--- src/rtl/core/caf_pkg.sv ---
`timescale 1ns / 1ps
// ----------------------------------------------------------------------------
// caf_pkg
// Shared types and constants for the crib alignment filter.
// ----------------------------------------------------------------------------
package caf_pkg;

  localparam int SLOT_W          = 5;
  localparam int CHAR_W          = 8;
  localparam int CFG_W           = 6;
  localparam int MAX_CRIB_DEF    = 32;
  localparam int MAX_MESSAGE_DEF = 1024;

  // Item function codes
  localparam logic FUNC_CRIB   = 1'b0;
  localparam logic FUNC_CIPHER = 1'b1;

  // Broadcast from the top level to every cell
  typedef struct packed {
    logic              shift;
    logic [CHAR_W-1:0] ch;
  } caf_cell_ctl_t;

endpackage

--- src/rtl/core/crib_alignment_filter.sv ---
`timescale 1ns / 1ps
// ----------------------------------------------------------------------------
// crib_alignment_filter
// Reports every ciphertext position where the crib lies with no clash.
// ----------------------------------------------------------------------------
// Usage:
//   Load the crib with in_func = crib write, one character per transaction
//   into in_slot; set the crib length through cfg_wr_en / cfg_wr_data while
//   the block is idle. Then send ciphertext characters with in_func = cipher,
//   in_first marking the first character of a message.
//   Each cipher transaction shifts the alignment flags one cell down the
//   chain of MAX_CRIB cells; the cell at crib length minus one yields at
//   most one result, the start position of the finished alignment.
//   Throughput is one transaction per cycle while in_stall is low; the cells
//   compare combinationally and a result is registered in the output register,
//   or in the skid register when the output register is stalled.
//   A stalled result is held; one more result fits in a skid register, and
//   in_stall rises only while that skid register is full.
//   Reset clears the flags, the position count and output valids, and sets
//   the crib length to one. Crib characters are undefined until written.
// ----------------------------------------------------------------------------
module crib_alignment_filter
  import caf_pkg::*;
#(
  parameter int MAX_CRIB    = MAX_CRIB_DEF,
  parameter int MAX_MESSAGE = MAX_MESSAGE_DEF,
  localparam int POS_W      = $clog2(MAX_MESSAGE),
  localparam int CIDX_W     = (MAX_CRIB > 1) ? $clog2(MAX_CRIB) : 1
)
(
  input  logic              clk,
  input  logic              rst_n,
  // configuration
  input  logic              cfg_wr_en,
  input  logic [CFG_W-1:0]  cfg_wr_data,
  // input channel
  input  logic              in_valid,
  output logic              in_stall,
  input  logic              in_func,
  input  logic [SLOT_W-1:0] in_slot,
  input  logic [CHAR_W-1:0] in_char_value,
  input  logic              in_first,
  // result channel
  output logic              out_valid,
  input  logic              out_stall,
  output logic [POS_W-1:0]  out_start_position,
  output logic              out_position_saturated
);

  localparam int CMP_W   = ((POS_W > CIDX_W) ? POS_W : CIDX_W) + 1;
  localparam int LEN_W   = (CFG_W > CIDX_W + 1) ? CFG_W + 1 : CIDX_W + 2;
  localparam logic [POS_W-1:0] LAST_POS = POS_W'(MAX_MESSAGE - 1);

  // configuration: keep crib length minus one, clamped
  logic [CIDX_W-1:0] len_m1_r;
  logic [CIDX_W-1:0] len_m1_nxt;

  always_comb begin
    if (cfg_wr_data == '0) begin
      len_m1_nxt = '0;
    end else if (LEN_W'(cfg_wr_data) > LEN_W'(MAX_CRIB)) begin
      len_m1_nxt = CIDX_W'(MAX_CRIB - 1);
    end else begin
      len_m1_nxt = CIDX_W'(cfg_wr_data - CFG_W'(1));
    end
  end

  always_ff @(posedge clk) begin
    if (!rst_n) begin
      len_m1_r <= '0;
    end else if (cfg_wr_en) begin
      len_m1_r <= len_m1_nxt;
    end
  end

  // input acceptance
  logic skid_full_r;
  logic accept;
  logic cipher_acc;
  logic crib_acc;

  assign in_stall   = skid_full_r;
  assign accept     = in_valid & ~skid_full_r;
  assign cipher_acc = accept & (in_func == FUNC_CIPHER);
  assign crib_acc   = accept & (in_func == FUNC_CRIB);

  // chain of cells
  caf_cell_ctl_t ctl;
  logic          flag_q   [MAX_CRIB];
  logic          flag_nxt [MAX_CRIB];

  assign ctl.shift = cipher_acc;
  assign ctl.ch    = in_char_value;

  for (genvar k = 0; k < MAX_CRIB; k++) begin : g_cell
    logic chain;
    logic wr;

    if (k == 0) begin : g_head
      assign chain = 1'b1;
    end else begin : g_link
      // a new message clears the alignments in flight
      assign chain = flag_q[k-1] & ~in_first;
    end

    if (k < (1 << SLOT_W)) begin : g_wr
      assign wr = crib_acc & (in_slot == SLOT_W'(k));
    end else begin : g_nowr
      assign wr = 1'b0;
    end

    caf_cell u_cell (
      .clk        (clk),
      .rst_n      (rst_n),
      .ctl        (ctl),
      .wr_en      (wr),
      .chain_in   (chain),
      .flag_o     (flag_q[k]),
      .flag_nxt_o (flag_nxt[k])
    );
  end

  // position count
  logic [POS_W-1:0] idx_r;
  logic [POS_W-1:0] idx_nxt;
  logic             sat_r;
  logic             sat_nxt;
  logic [POS_W-1:0] idx_cur;
  logic             sat_cur;

  assign idx_cur = in_first ? '0 : idx_r;
  assign sat_cur = in_first ? 1'b0 : sat_r;

  always_comb begin
    idx_nxt = idx_r;
    sat_nxt = sat_r;
    if (cipher_acc) begin
      if (idx_cur >= LAST_POS) begin
        idx_nxt = LAST_POS;
        sat_nxt = 1'b1;
      end else begin
        idx_nxt = idx_cur + POS_W'(1);
        sat_nxt = sat_cur;
      end
    end
  end

  always_ff @(posedge clk) begin
    if (!rst_n) begin
      idx_r <= '0;
      sat_r <= 1'b0;
    end else begin
      idx_r <= idx_nxt;
      sat_r <= sat_nxt;
    end
  end

  // result of the current transaction
  logic             res_valid;
  logic [POS_W-1:0] res_start;
  logic [CMP_W-1:0] diff;

  assign res_valid = cipher_acc & flag_nxt[len_m1_r];
  assign diff      = CMP_W'(idx_cur) - CMP_W'(len_m1_r);

  always_comb begin
    if (sat_cur) begin
      res_start = LAST_POS;
    end else if (CMP_W'(idx_cur) >= CMP_W'(len_m1_r)) begin
      res_start = diff[POS_W-1:0];
    end else begin
      res_start = '0;
    end
  end

  // output register and skid register
  logic             out_valid_r;
  logic [POS_W-1:0] out_start_r;
  logic             out_sat_r;
  logic [POS_W-1:0] skid_start_r;
  logic             skid_sat_r;
  logic             out_free;

  assign out_free = ~out_valid_r | ~out_stall;

  always_ff @(posedge clk) begin
    if (!rst_n) begin
      out_valid_r <= 1'b0;
      skid_full_r <= 1'b0;
    end else if (out_free) begin
      if (skid_full_r) begin
        out_valid_r <= 1'b1;
        skid_full_r <= 1'b0;
      end else begin
        out_valid_r <= res_valid;
      end
    end else if (res_valid) begin
      skid_full_r <= 1'b1;
    end
  end

  always_ff @(posedge clk) begin
    if (out_free) begin
      if (skid_full_r) begin
        out_start_r <= skid_start_r;
        out_sat_r   <= skid_sat_r;
      end else begin
        out_start_r <= res_start;
        out_sat_r   <= sat_cur;
      end
    end else if (res_valid) begin
      // hold the new result behind the stalled one
      skid_start_r <= res_start;
      skid_sat_r   <= sat_cur;
    end
  end

  assign out_valid              = out_valid_r;
  assign out_start_position     = out_start_r;
  assign out_position_saturated = out_sat_r;

  // checks
  a_skid_behind_out: assert property (@(posedge clk) disable iff (!rst_n)
    skid_full_r |-> out_valid_r)
    else $error("skid register full with empty output register");

  a_sat_clamped: assert property (@(posedge clk) disable iff (!rst_n)
    sat_r |-> (idx_r == LAST_POS))
    else $error("saturated position count not clamped");

  a_sat_result: assert property (@(posedge clk) disable iff (!rst_n)
    (out_valid_r && out_sat_r) |-> (out_start_r == LAST_POS))
    else $error("saturated result with unclamped start position");

  a_first_restart: assert property (@(posedge clk) disable iff (!rst_n)
    (cipher_acc && in_first) |=> (idx_r == POS_W'(1)) && !sat_r)
    else $error("first character did not restart the position count");

endmodule

--- src/rtl/core/caf_cell.sv ---
`timescale 1ns / 1ps
// ----------------------------------------------------------------------------
// caf_cell
// One crib cell: holds a crib character and the no-clash flag of the
// alignment that has reached this cell, passed on to the next cell.
// ----------------------------------------------------------------------------
module caf_cell
  import caf_pkg::*;
(
  input  logic          clk,
  input  logic          rst_n,
  input  caf_cell_ctl_t ctl,
  input  logic          wr_en,
  input  logic          chain_in,
  output logic          flag_o,
  output logic          flag_nxt_o
);

  logic [CHAR_W-1:0] crib_r;
  logic              flag_r;
  logic              flag_nxt;

  always_comb begin
    flag_nxt = flag_r;
    if (ctl.shift) begin
      // drop the alignment if the crib letter equals the cipher letter
      flag_nxt = chain_in & (crib_r != ctl.ch);
    end
  end

  always_ff @(posedge clk) begin
    if (wr_en) begin
      crib_r <= ctl.ch;
    end
  end

  always_ff @(posedge clk) begin
    if (!rst_n) begin
      flag_r <= 1'b0;
    end else begin
      flag_r <= flag_nxt;
    end
  end

  assign flag_o     = flag_r;
  assign flag_nxt_o = flag_nxt;

endmodule
--- config.mk ---
export PLATFORM = sky130hd
export DESIGN_NAME = crib_alignment_filter
export DESIGN_NICKNAME = d
export VERILOG_FILES = /design/src/rtl/core/caf_pkg.sv /design/src/rtl/core/crib_alignment_filter.sv /design/src/rtl/core/caf_cell.sv
export SDC_FILE = /design/constraint.sdc
export NUM_CORES = 1
export LEC_CHECK = 0
export ABC_AREA = 1
export BUFFER_PORTS_ARGS = -buffer_cell sky130_fd_sc_hd__clkbuf_2
export CAP_MARGIN = 20
export CORE_MARGIN = 8
export CORE_UTILIZATION = 45
export CTS_CLUSTER_SIZE = 30
export DETAILED_ROUTE_END_ITERATION = 7
export SLEW_MARGIN = 20
export SYNTH_ARGS = -nofsm -noshare
export SYNTH_HDL_FRONTEND = slang
export SYNTH_HIERARCHICAL = 1
export SYNTH_SLANG_ARGS = --single-unit
--- constraint.sdc ---
create_clock -name clk -period 3.3 [get_ports clk]
set_input_delay 0.33 -clock clk [delete_from_list [all_inputs] [get_ports clk]]
set_output_delay 0.33 -clock clk [all_outputs]
set_load 0.1 [all_outputs]
### Word-level counts from Yosys, hierarchy flattened

Cells that the tools add are included.

* register bits: 328
* latch bits: 0
* bits in writable memories: 0
* ROM bits: 0
* bits of input ports: 26
* output and inout bits: 13
* word-level logic and storage cells: 300
* memories: 0

* add/subtract/negate cells: 3
* multiply operators: 0
* div/mod/pow operators: 0
* $lt $le $gt $ge: 4
* equal/unequal tests: 63
* shift-type cells: 0
* multiplexer cells: 46
* bitwise operators: 107
* reductions and logical operators: 4

Operators by type and width (count)
* inequality test 8 bit: 32
* bitwise AND 1 bit: 98
* equality test 5 bit, second input constant: 16
* two-way mux 10 bit: 5
* equality test 5 x 4 -> 1 bit, second input constant: 8
* two-way mux 1 bit: 38
* equality test 5 x 3 -> 1 bit, second input constant: 4
* adder 10 x 1 -> 10 bit, second input constant: 1
* equality test 5 x 2 -> 1 bit, second input constant: 2
* greater-or-equal comparator 10 bit, second input constant: 1
* greater-or-equal comparator 10 x 5 -> 1 bit: 1
* two-way mux 5 bit: 2
* subtractor 10 x 5 -> 10 bit: 1
* inverter 1 bit: 7
* greater-or-equal comparator 6 bit, second input constant: 1
* greater-than comparator 6 bit, second input constant: 1
* logical NOT 6 bit: 1
* inverter 5 -> 6 bit: 1
* binary-select mux 1 bit (select 5 bit): 1
* equality test 5 x 1 -> 1 bit, second input constant: 1
* logical NOT 5 bit: 1
* subtractor 5 x 1 -> 5 bit, second input constant: 1
* AND reduction 2 bit: 1
* OR reduction 2 bit: 1
* bitwise OR 1 bit: 1

### Logic depth before layout (Yosys ltp)

Gate-level depths: netlist (run 1).

* depth after elaboration: 9
* mapped depth: 18
* depth with buffers taken out: 18

### By module

The synthesis (run 1) kept the hierarchy.

Modules (own cells, without submodules)
* caf_cell: instances 32, cells an instance 44, area each 424.2 um2
* crib_alignment_filter: instances 1, cells an instance 501, area each 3105.5 um2

### Least setup slack after synthesis (run 1)

OpenSTA, ideal clock, no wires.

* path kind: register to register
* start point: register skid_full_r (netlist: in_stall)
* end point: register skid_sat_r, enable pin
* data arrival time: 3.894 ns
* required time: 2.922 ns
* slack: -0.972 ns
* cell stages (with the launch flop): 15
* cell sequence: dfxtp_1 inv_2 nand3_1 clkinv_1 inv_1 nand2_1 nand2_1 nand2_1 nand3_1 nand3_1 nand2_1 nand2_1 nand3_1 nand3_1 nor2_1

RTL lines
* from (decl): RTL line crib_alignment_filter.sv:77 `logic skid_full_r;`
* from (signal assigned): RTL line crib_alignment_filter.sv:189 `skid_full_r <= 1'b0;`
* from (signal assigned): RTL line crib_alignment_filter.sv:193 `skid_full_r <= 1'b0;`
* from (signal assigned): RTL line crib_alignment_filter.sv:198 `skid_full_r <= 1'b1;`
* to (signal assigned): RTL line crib_alignment_filter.sv:214 `skid_sat_r <= sat_cur;`
* to (decl): RTL line crib_alignment_filter.sv:181 `logic skid_sat_r;`

==> flow_metrics.py, run 1 <==
metrics = {
    "clocking": {
        "numCtsBuffers": 39,
        "tritoncts": "yes",
        "cts.htree.levels": 2,
        "hold_buffers": 0,
        "post_cts_resize_count": 0,
        "root_buffer": "clkbuf_16",
        "post_cts_buffers": 0,
        "clock_sinks": 328,
        "path_clk_slew_ps": 60,
        "clockBufferDepth": 3,
        "insertion_delay_ps": 540,
    },
    "timing": {
        "tightest_slew_ps": 663,
        "worst_hold_slack_ps": 124,
        "finalCritPeriodShare_pct": 81.6,
        "tns_ps": 0,
        "setup_slack_ps": 609,
        "period_minus_slack_ps": 2690,
        "grt_setup_unrepaired": "false",
        "fmaxAchievable_mhz": 372,
        "setup_viol": 0,
        "hold_viol_final": 0,
        "drv_slew": 0,
        "max_slew_margin_pct": 55.8,
        "fin_skew_ps": 8.63,
    },
    "finish": {
        "syn2layout_area_growth_pct": 15.8,
        "layout.nets": 2071,
        "instances_no_fill": 2535,
        "final_area_sq_mm": 0.0193,
        "drive_gt1_share_pct": 11.8,
        "final_cell_mix": "689 x nand2_1, 364 x inv_1, 278 x edfxtp_1",
        "layout_commonest_cell": "nand2_1",
        "antenna_cells": 0,
    },
    "place": {
        "hpwl_mm": 24.1,
        "place_area_sq_mm": 0.0181,
        "place_ws_ps": 426,
        "port_buffers": 38,
        "gp_congestion": 0.838,
        "placedCellCount": 2467,
    },
    "power_and_ir_drop": {
        "p_comb_share_pct": 10.7,
        "pwr-share-clk_pct": 42.9,
        "p_sw_mw": 2.46,
        "swShare_pct": 24.8,
        "p_int_mw": 7.47,
        "ir_drop_uv": 331,
        "pwr-share-seq_pct": 46.3,
        "leakagePower_nw": 8.57,
        "p_per_area_mw_per_mm2": 514,
    },
    "synth": {
        "syn_area_sq_mm": 0.0167,
        "postSynthAreaPerCell_sq_um": 8.74,
        "synth_top_cell_area_share_pct": 50.1,
        "syn-instance-count": 1909,
        "synth_cell_types": 34,
        "synth-async-reset-ratio_pct": 0,
        "ys.warnings.count": 6,
        "synth_top_flop_cell": "edfxtp_1",
        "post-synth-top-area-cell": "edfxtp_1",
        "postSynthRegisterBits": 328,
        "yosys-top-cells-area": "edfxtp_1 50%, nand2_1 16%, xnor2_1 8.6%",
        "synth_edf_count": 278,
        "ys_seq_area_share_pct": 56.1,
        "synth_nets": 1940,
    },
    "die": {
        "die_w_um": 209,
        "pin_count": 39,
        "core.rowCount": 70,
        "start_util_pct": 45.7,
        "die_h_um": 209,
        "die_area_sq_mm": 0.0435,
        "core_sq_mm": 0.0365,
    },
    "worst_hold_path": {
        "hold_path.class": "in -> reg",
    },
    "routing": {
        "drt-total-wl_mm": 35.7,
        "drt_iter0_markers": 714,
        "drt_first_pass_iters": 5,
        "wl_per_cell_um": 14.1,
        "drc": 0,
        "vias_per_cell": 4.66,
        "antenna_left": 0,
        "num_vias": 11820,
    },
    "critical_path": {
        "crit_chain": "inv_2 > nand3_1 > clkinv_4 > inv_1 > nand2_1 > nand2_1 > nand2_1 > nand3_1 > nand3_1 > nand2_1 > nand2_1 > nand3_1 > nand3_1 > nor2_1 > buf_4",
        "cpPeakStageDelay_ps": 420,
        "cp.required_ps": 3540,
        "slowest_stage": "dfxtp_2",
        "critPathKind": "reg -> reg",
        "critPathLaunchType": "flop",
        "endpoint_kind": "flop",
        "cp.arrival_ps": 2930,
        "crit_path_max_fanout": 73,
    },
    "global_routing": {
        "grt_pass1_vias": 11491,
        "antenna_found_initial": 0,
        "grt_max_degree": 74,
        "overflow": 0,
        "grt_pass1_wl_mm": 58.9,
        "grt_usage_pct": 16.7,
    },
    "outcome": {
        "status": "finished, final reports clean",
    },
    "run": {
        "cap_viol_max_count": 0,
    },
}
-- sequential cells by signal (all words and copies together) (netlist names), 5 cells and up --
signal	flops
out_start_position	10
len_m1_r	5
skid_start_r	10
g_cell.u_cell/crib_r	256
g_cell.u_cell/flag_o	32
idx_r	10
-- cell usage after synthesis, types with 3 or more instances --
library cell    n
a21oi_1        16
nand3_1        51
inv_2           4
nand2_1       689
edfxtp_1      278
clkbuf_1        8
xor2_1          5
nor2_1        157
xnor2_1       163
nand2_2        37
inv_1         364
a31oi_1         5
dfxtp_1        50
o21ai_0        14
nor3_1          4
ha_1            5
nand3_2         3
a21oi_2        33
-- per-stage QoR --
stage | total power [mW] | util [%]
after floorplan | 5.39 | -
after global placement | 5.74 | 49.4
after detailed placement | 5.76 | 49.4
after CTS | 10.1 | 52.9
after global routing | 10.3 | 52.9
final | 9.93 | 52.9
-- final timing paths --
check / start / endpoint / slack, ps / cells past startpoint
min reg2reg: g_cell[10].u_cell/flag_o$_SDFF_PN0_ / g_cell[10].u_cell/flag_o$_SDFF_PN0_ / 500 / 2
min: out_stall / in_stall$_SDFFE_PP0P_ / 120 / 3
max reg2reg: in_stall$_SDFFE_PP0P_ / skid_start_r[5]$_DFFE_PP_ / 610 / 15
max: in_stall$_SDFFE_PP0P_ / skid_start_r[5]$_DFFE_PP_ / 610 / 15
-- area by class of cell --
class | instances | area, sq um
Clock buffer | 55 | 1090
Clock inverter | 13 | 170
Fill cell | 3328 | 17200
Inverter | 371 | 1400
Multi-Input combinational cell | 1196 | 5860
Sequential cell | 328 | 9350
Tap cell | 468 | 586
Timing Repair Buffer | 104 | 856
-- worst max-delay path, delay by kind of cell (launching register included) --
kind / cells / cell delay, ps
buffers and inverters: 4 / 870
flip-flops: 1 / 420
AND/OR/NAND/NOR: 11 / 1040
-- cells by family (layout without fill, tap and decap cells) --
| family | count (synthesis) | count (layout) | share of synthesized area (%) |
|---|---|---|---|
| compound gates | 71 | 71 | 2.96 |
| xor+xnor | 168 | 168 | 8.82 |
| fa+ha+maj | 5 | 5 | 0.375 |
| buf+inv | 385 | 543 | 8.80 |
| flops | 328 | 328 | 56.1 |
| mux | 1 | 1 | 0.0675 |
| other cells | 1 | 1 | 0.0225 |
| simple gates | 950 | 950 | 22.9 |
-- power groups by stage --
stage | Clock (mW) | Sequential (mW) | Combinational (mW)
final | 4.26 | 4.60 | 1.06
after global routing | 4.54 | 4.60 | 1.17
after CTS | 4.39 | 4.60 | 1.08
after detailed placement | 0 | 4.69 | 1.07
after global placement | 0 | 4.68 | 1.06
after floorplan | 0 | 4.94 | 0.452
-- metal layers --
layer | global-route usage, % | vias up | routed length, um
met5 | 0 | - | 0
met4 | 5.14 | 0 | 714
met3 | 2.84 | 55 | 1370
met2 | 27.3 | 170 | 16300
met1 | 22.4 | 5500 | 17400
li1 | - | 6095 | -
No activity file was read; power rests on OpenSTA's default activity.
==> run 2, diff against run 1 <==
==> constraint.sdc (replaced) <==
create_clock -name clk -period 2.36 [get_ports clk]
set_input_delay 0.236 -clock clk [delete_from_list [all_inputs] [get_ports clk]]
set_output_delay 0.236 -clock clk [all_outputs]
set_load 0.1 [all_outputs]
==> run 2 against run 1 <==
  * Clock-buffer cell count fell by 5
  * First-iteration DRC count fell by 11%
  * Clock power rose by 25%
  * Routed wire length rose by 2.0%
  * Utilization rose by 1.2 points
  * Clock skew rose by 12 ps
  * Setup slack got worse by 430 ps
  * Sequential share of layout area fell by 1.1 points
  * Die area did not move
  * Hold slack got worse by 96 ps
  * Sequential cell count did not move
  * Critical endpoint is now skid_start_r[2]$_DFFE_PP_
  * Largest power group unchanged
==> flow_metrics.py, run 2 (synthesis results as in run 1) <==
metrics = {
    "timing": {
        "fin_skew_ps": 20.2,
        "drv_slew": 0,
        "grt_setup_unrepaired": "false",
        "finalCritPeriodShare_pct": 92.6,
        "setup_viol": 0,
        "period_minus_slack_ps": 2190,
        "tns_ps": 0,
        "setup_slack_ps": 174,
        "max_slew_margin_pct": 63.2,
        "worst_hold_slack_ps": 28.1,
        "tightest_slew_ps": 555,
        "fmaxAchievable_mhz": 457,
        "hold_viol_final": 0,
    },
    "finish": {
        "layout.nets": 2124,
        "largest_register": "g_cell.u_cell/crib_r",
        "antenna_cells": 0,
        "syn2layout_area_growth_pct": 18.5,
        "final_area_sq_mm": 0.0198,
        "largest_reg_flops": 256,
        "layout_commonest_cell": "nand2_1",
        "post-route-util_pct": 54.1,
        "drive_gt1_share_pct": 14.0,
        "final_cell_mix": "688 x nand2_1, 364 x inv_1, 278 x edfxtp_1",
    },
    "critical_path": {
        "cpMostUsedCell": "nand2_1",
        "cpPeakStageDelay_ps": 340,
        "reg2reg_slack_ps": 170,
        "slowest_stage": "dfxtp_4",
        "critPathKind": "reg -> reg",
        "crit_chain": "inv_2 > nand3_4 > buf_12 > inv_8 > nand2_1 > inv_1 > nand2_2 > nand2_1 > nand2_1 > nand3_1 > nand3_1 > nand2_1 > nand2_1 > nand3_1 > nand3_2 > nor2_4 > buf_12",
        "critPathLaunchType": "flop",
        "cp.arrival_ps": 2420,
        "cp.required_ps": 2590,
        "endpoint_kind": "flop",
        "crit_path_max_fanout": 18,
    },
    "power_and_ir_drop": {
        "ir_drop_uv": 617,
        "leakagePower_nw": 8.82,
        "p_per_area_mw_per_mm2": 675,
    },
    "die": {
        "pin_count": 39,
        "core_sq_mm": 0.0365,
        "die_h_um": 209,
        "start_util_pct": 45.7,
        "die_w_um": 209,
        "die_area_sq_mm": 0.0435,
        "core.rowCount": 70,
    },
    "global_routing": {
        "grt_pass1_wl_mm": 59.3,
        "use_met2_pct": 28.5,
        "grtUsageMet3_pct": 2.83,
        "grt_usage_pct": 16.7,
        "overflow": 0,
        "grt_max_degree": 74,
        "met1_usage_pct": 21.9,
        "grt_pass1_vias": 11494,
        "grt_busiest_layer": "met2",
        "antenna_found_initial": 0,
    },
    "place": {
        "port_buffers": 38,
        "gp_congestion": 0.855,
        "place_ws_ps": -122,
        "place_area_sq_mm": 0.0186,
        "hpwl_mm": 25.4,
    },
    "routing": {
        "drc": 0,
        "drt-total-wl_mm": 36.4,
        "num_vias": 11988,
        "wl_per_cell_um": 14.1,
        "drt_iter0_markers": 634,
        "antenna_left": 0,
        "vias_per_cell": 4.63,
        "drt_first_pass_iters": 4,
    },
    "clocking": {
        "numCtsBuffers": 38,
        "tritoncts": "yes",
        "clockBufferDepth": 3,
        "root_buffer": "clkbuf_16",
        "cts.htree.levels": 2,
        "path_clk_slew_ps": 60,
        "insertion_delay_ps": 530,
        "clock_sinks": 328,
    },
    "run": {
        "cap_viol_max_count": 0,
    },
    "outcome": {
        "status": "finished, final reports clean",
    },
    "worst_hold_path": {
        "hold_path.class": "in -> reg",
    },
}
==> run 2: changes by cell type in the layout (fill, tap and decap cells not counted), sizes merged <==
cell,change
inv,+3
dlygate4sd3,+1
clkinvlp,+1
buf,+51
clkinv,+7
clkbuf,-5
bufinv,-4
==> run 2: timing repair <==
item                       CTS  global route
setup buffers                0             1
hold buffers                 1             0
setup endpoints to repair    0            12
hold endpoints to repair     2             0
gates resized for setup      0             4
==> run 2: power breakdown <==
part | switching, mW | leakage [nW] | internal [mW]
registers | 0.0390 | 2.93 | 6.39
logic | 1.11 | 5.34 | 0.479
clock network | 2.30 | 0.543 | 3.04
total | 3.44 | 8.82 | 9.90
==> run 2: metal layers <==
layer,vias to the layer above,wire (um)
met5,-,0
met4,0,706
met3,53,1580
met2,211,17200
met1,5521,17000
li1,6203,-
==> run 2: area by class of cell <==
cell class,instances,area (sq um)
clock inverters,18,93.8
fillers,3233,16800
multi-input cells,1196,5890
flip-flops and latches,328,9350
clock buffers,50,1020
repair inverters,2,22.5
repair buffers,156,1370
well taps,468,586
inverters,371,1420
==> run 2: final timing paths <==
check,start,endpoint,cells past startpoint
hold / removal,in_char_value[4],g_cell[23].u_cell/crib_r[4]$_DFFE_PP_,1
setup reg to reg,in_stall$_SDFFE_PP0P_,skid_start_r[2]$_DFFE_PP_,17
setup / recovery,in_stall$_SDFFE_PP0P_,skid_start_r[2]$_DFFE_PP_,17
hold reg to reg,g_cell[31].u_cell/flag_o$_SDFF_PN0_,g_cell[31].u_cell/flag_o$_SDFF_PN0_,2
==> run 2: through the flow <==
step	power, mW	std cells
2_1_floorplan	7.54	1909
3_3_place_gp	8.11	2517
3_5_place_dp	8.12	2517
4_1_cts	13.5	2586
5_1_grt	13.9	2589
6_report	13.3	2589
==> run 2: critical path: cells and delay by family (launching register included) <==
kind | cells | cell delay (ps)
and+or+nand+nor | 12 | 990
buffers and inverters | 5 | 570
DFF | 1 | 340
==> run 3, diff against run 2 <==
--- a/config.mk
+++ b/config.mk
@@ -9,9 +9,11 @@
 export BUFFER_PORTS_ARGS = -buffer_cell sky130_fd_sc_hd__clkbuf_2
 export CAP_MARGIN = 20
 export CORE_MARGIN = 8
-export CORE_UTILIZATION = 45
+export CORE_UTILIZATION = 55
 export CTS_CLUSTER_SIZE = 30
 export DETAILED_ROUTE_END_ITERATION = 7
+export PLACE_DENSITY = 0.74
+export SETUP_SLACK_MARGIN = 0.2
 export SLEW_MARGIN = 20
 export SYNTH_ARGS = -nofsm -noshare
 export SYNTH_HDL_FRONTEND = slang
==> run 3 against run 2 <==
  * Clock-buffer cell count shrank 2
  * Sequential share of layout area rose by 0.15 points
  * Sequential cell count unchanged
  * Die area is 17% lower
  * Register-to-register slack lost 50 ps
  * First-iteration DRC count rose by 41%
  * Setup slack got worse by 53 ps
  * Final area down 0.30%
  * Clock power is 0.9% lower
  * Combinational power increased by 4%
==> flow_metrics.py, run 3 (synthesis results as in run 1) <==
metrics = {
    "global_routing": {
        "grt_pass1_vias": 12278,
        "grt_pass1_wl_mm": 58.5,
        "overflow": 0,
        "antenna_found_initial": 0,
        "grt_usage_pct": 19.7,
        "grt_max_degree": 50,
    },
    "outcome": {
        "status": "finished, final reports clean",
    },
    "clocking": {
        "cts.htree.levels": 2,
        "tritoncts": "yes",
        "path_clk_slew_ps": 60,
        "root_buffer": "clkbuf_16",
        "insertion_delay_ps": 510,
        "clock_sinks": 328,
        "clockBufferDepth": 3,
        "numCtsBuffers": 35,
    },
    "die": {
        "pin_count": 39,
        "start_util_pct": 56.1,
        "core_sq_mm": 0.0297,
        "die_h_um": 190,
        "core.rowCount": 63,
        "die_w_um": 190,
        "die_area_sq_mm": 0.0362,
    },
    "power_and_ir_drop": {
        "p_per_area_mw_per_mm2": 677,
        "leakagePower_nw": 8.77,
        "ir_drop_uv": 621,
        "power_mw": 13.3,
    },
    "worst_hold_path": {
        "hold_path.class": "in -> reg",
    },
    "finish": {
        "multi_input_area_sq_mm": 0.00600,
        "nFillCells": 2260,
        "layout.nets": 2100,
        "post-route-util_pct": 66.3,
        "largest_reg_flops": 256,
        "instances_no_fill": 2483,
        "largest_register": "g_cell.u_cell/crib_r",
        "final_area_sq_mm": 0.0197,
        "layout_commonest_cell": "nand2_1",
        "antenna_cells": 0,
        "syn2layout_area_growth_pct": 18.1,
        "seq_area_sq_mm": 0.00935,
        "final_cell_mix": "672 x nand2_1, 347 x inv_1, 278 x edfxtp_1",
        "drive_gt1_share_pct": 15.2,
    },
    "critical_path": {
        "crit_path_max_fanout": 9,
        "slowest_stage": "dfxtp_4",
        "crit_chain": "inv_6 > nand3_4 > buf_12 > clkinv_16 > inv_2 > nand2_1 > nand2_1 > nand2_1 > nand3_2 > nand3_1 > nand2_1 > nand2_2 > nand3_2 > nand3_4 > nor2_4 > clkbuf_16",
        "cpPeakStageDelay_ps": 370,
        "cp.required_ps": 2590,
        "cpMostUsedCell": "nand2_1",
        "critPathKind": "reg -> reg",
        "endpoint_kind": "flop",
        "cp.arrival_ps": 2470,
        "critPathLaunchType": "flop",
    },
    "timing": {
        "max_slew_margin_pct": 63.6,
        "finalCritPeriodShare_pct": 94.9,
        "fmaxAchievable_mhz": 447,
        "period_minus_slack_ps": 2240,
        "fin_skew_ps": 12.5,
        "setup_slack_ps": 121,
        "hold_viol_final": 0,
        "setup_viol": 0,
        "drv_slew": 0,
        "tightest_slew_ps": 544,
        "grt_setup_unrepaired": "true",
    },
    "place": {
        "gp_congestion": 0.852,
        "port_buffers": 38,
        "place_ws_ps": -37.6,
        "placedCellCount": 2407,
        "place_area_sq_mm": 0.0183,
        "hpwl_mm": 23.3,
    },
    "routing": {
        "num_vias": 12135,
        "drt_iter0_markers": 896,
        "wl_per_cell_um": 14.2,
        "drt_first_pass_iters": 5,
        "drc": 0,
        "antenna_left": 0,
        "drt-total-wl_mm": 35.3,
        "vias_per_cell": 4.89,
    },
    "run": {
        "cap_viol_max_count": 0,
    },
}
## run 3: changes by cell type in the layout (fill, tap and decap cells not counted), sizes merged
cell,delta
buf,-26
bufinv,+2
clkbuf,-1
clkinv,-6
clkinvlp,+1
dlygate4sd3,+1
nand3,+1
## run 3: final timing paths
| path | from | end | slack (ps) | cells after the start |
|---|---|---|---|---|
| max | in_stall$_SDFFE_PP0P_ | skid_sat_r$_DFFE_PP_ | 120 | 16 |
| min | in_char_value[1] | g_cell[10].u_cell/crib_r[1]$_DFFE_PP_ | 40 | 1 |
| max reg2reg | in_stall$_SDFFE_PP0P_ | skid_sat_r$_DFFE_PP_ | 120 | 16 |
| min reg2reg | g_cell[9].u_cell/flag_o$_SDFF_PN0_ | g_cell[9].u_cell/flag_o$_SDFF_PN0_ | 490 | 2 |
## run 3: layout make-up
class                      count  area share [%]
timing repair buffer         132            6.31
clock inverter                13           0.692
tap                          390            2.48
inverter                     371            7.25
sequential                   328            47.5
clock buffer                  48            4.90
timing repair inverter         4           0.419
multi-input combinational   1197            30.5
## run 3: critical path: cells and delay by family (launching register included)
kind / cells / cell delay [ps]
flops: 1 / 370
simple gates: 11 / 1040
buf+inv: 5 / 550
## run 3: per-layer routing
| layer | global-route usage (%) | vias up | share of wire [%] |
|---|---|---|---|
| met5 | 0 | - | 0 |
| met3 | 3.35 | 62 | 5.0 |
| met4 | 6.06 | 0 | 2.0 |
| li1 | - | 6140 | - |
| met1 | 24.7 | 5668 | 44 |
| met2 | 34.5 | 265 | 49 |
## run 3: power breakdown
group	switching (mW)	internal, mW
Combinational	1.15	0.490
Clock	2.18	3.10
Sequential	0.0373	6.39
## run 3: repair_timing
| item | 4_1_cts | 5_1_grt |
|---|---|---|
| gates cloned | 3 | 3 |
| resized for setup | 2 | 30 |
| buffers inserted | 3 | 4 |
| pin swaps | 1 | 7 |
| endpoints found under the hold margin | 2 | 0 |
| hold buffers | 2 | 0 |
| endpoints found under the setup margin | 11 | 29 |
## run 3: metrics by stage
stage | setup TNS (ps) | hold slack, ps
after global placement | 0 | 469
after global routing | 0 | 13.1
after detailed placement | -409 | 478
after CTS | 0 | 21.0
final | 0 | 40.7
after floorplan | 0 | 335
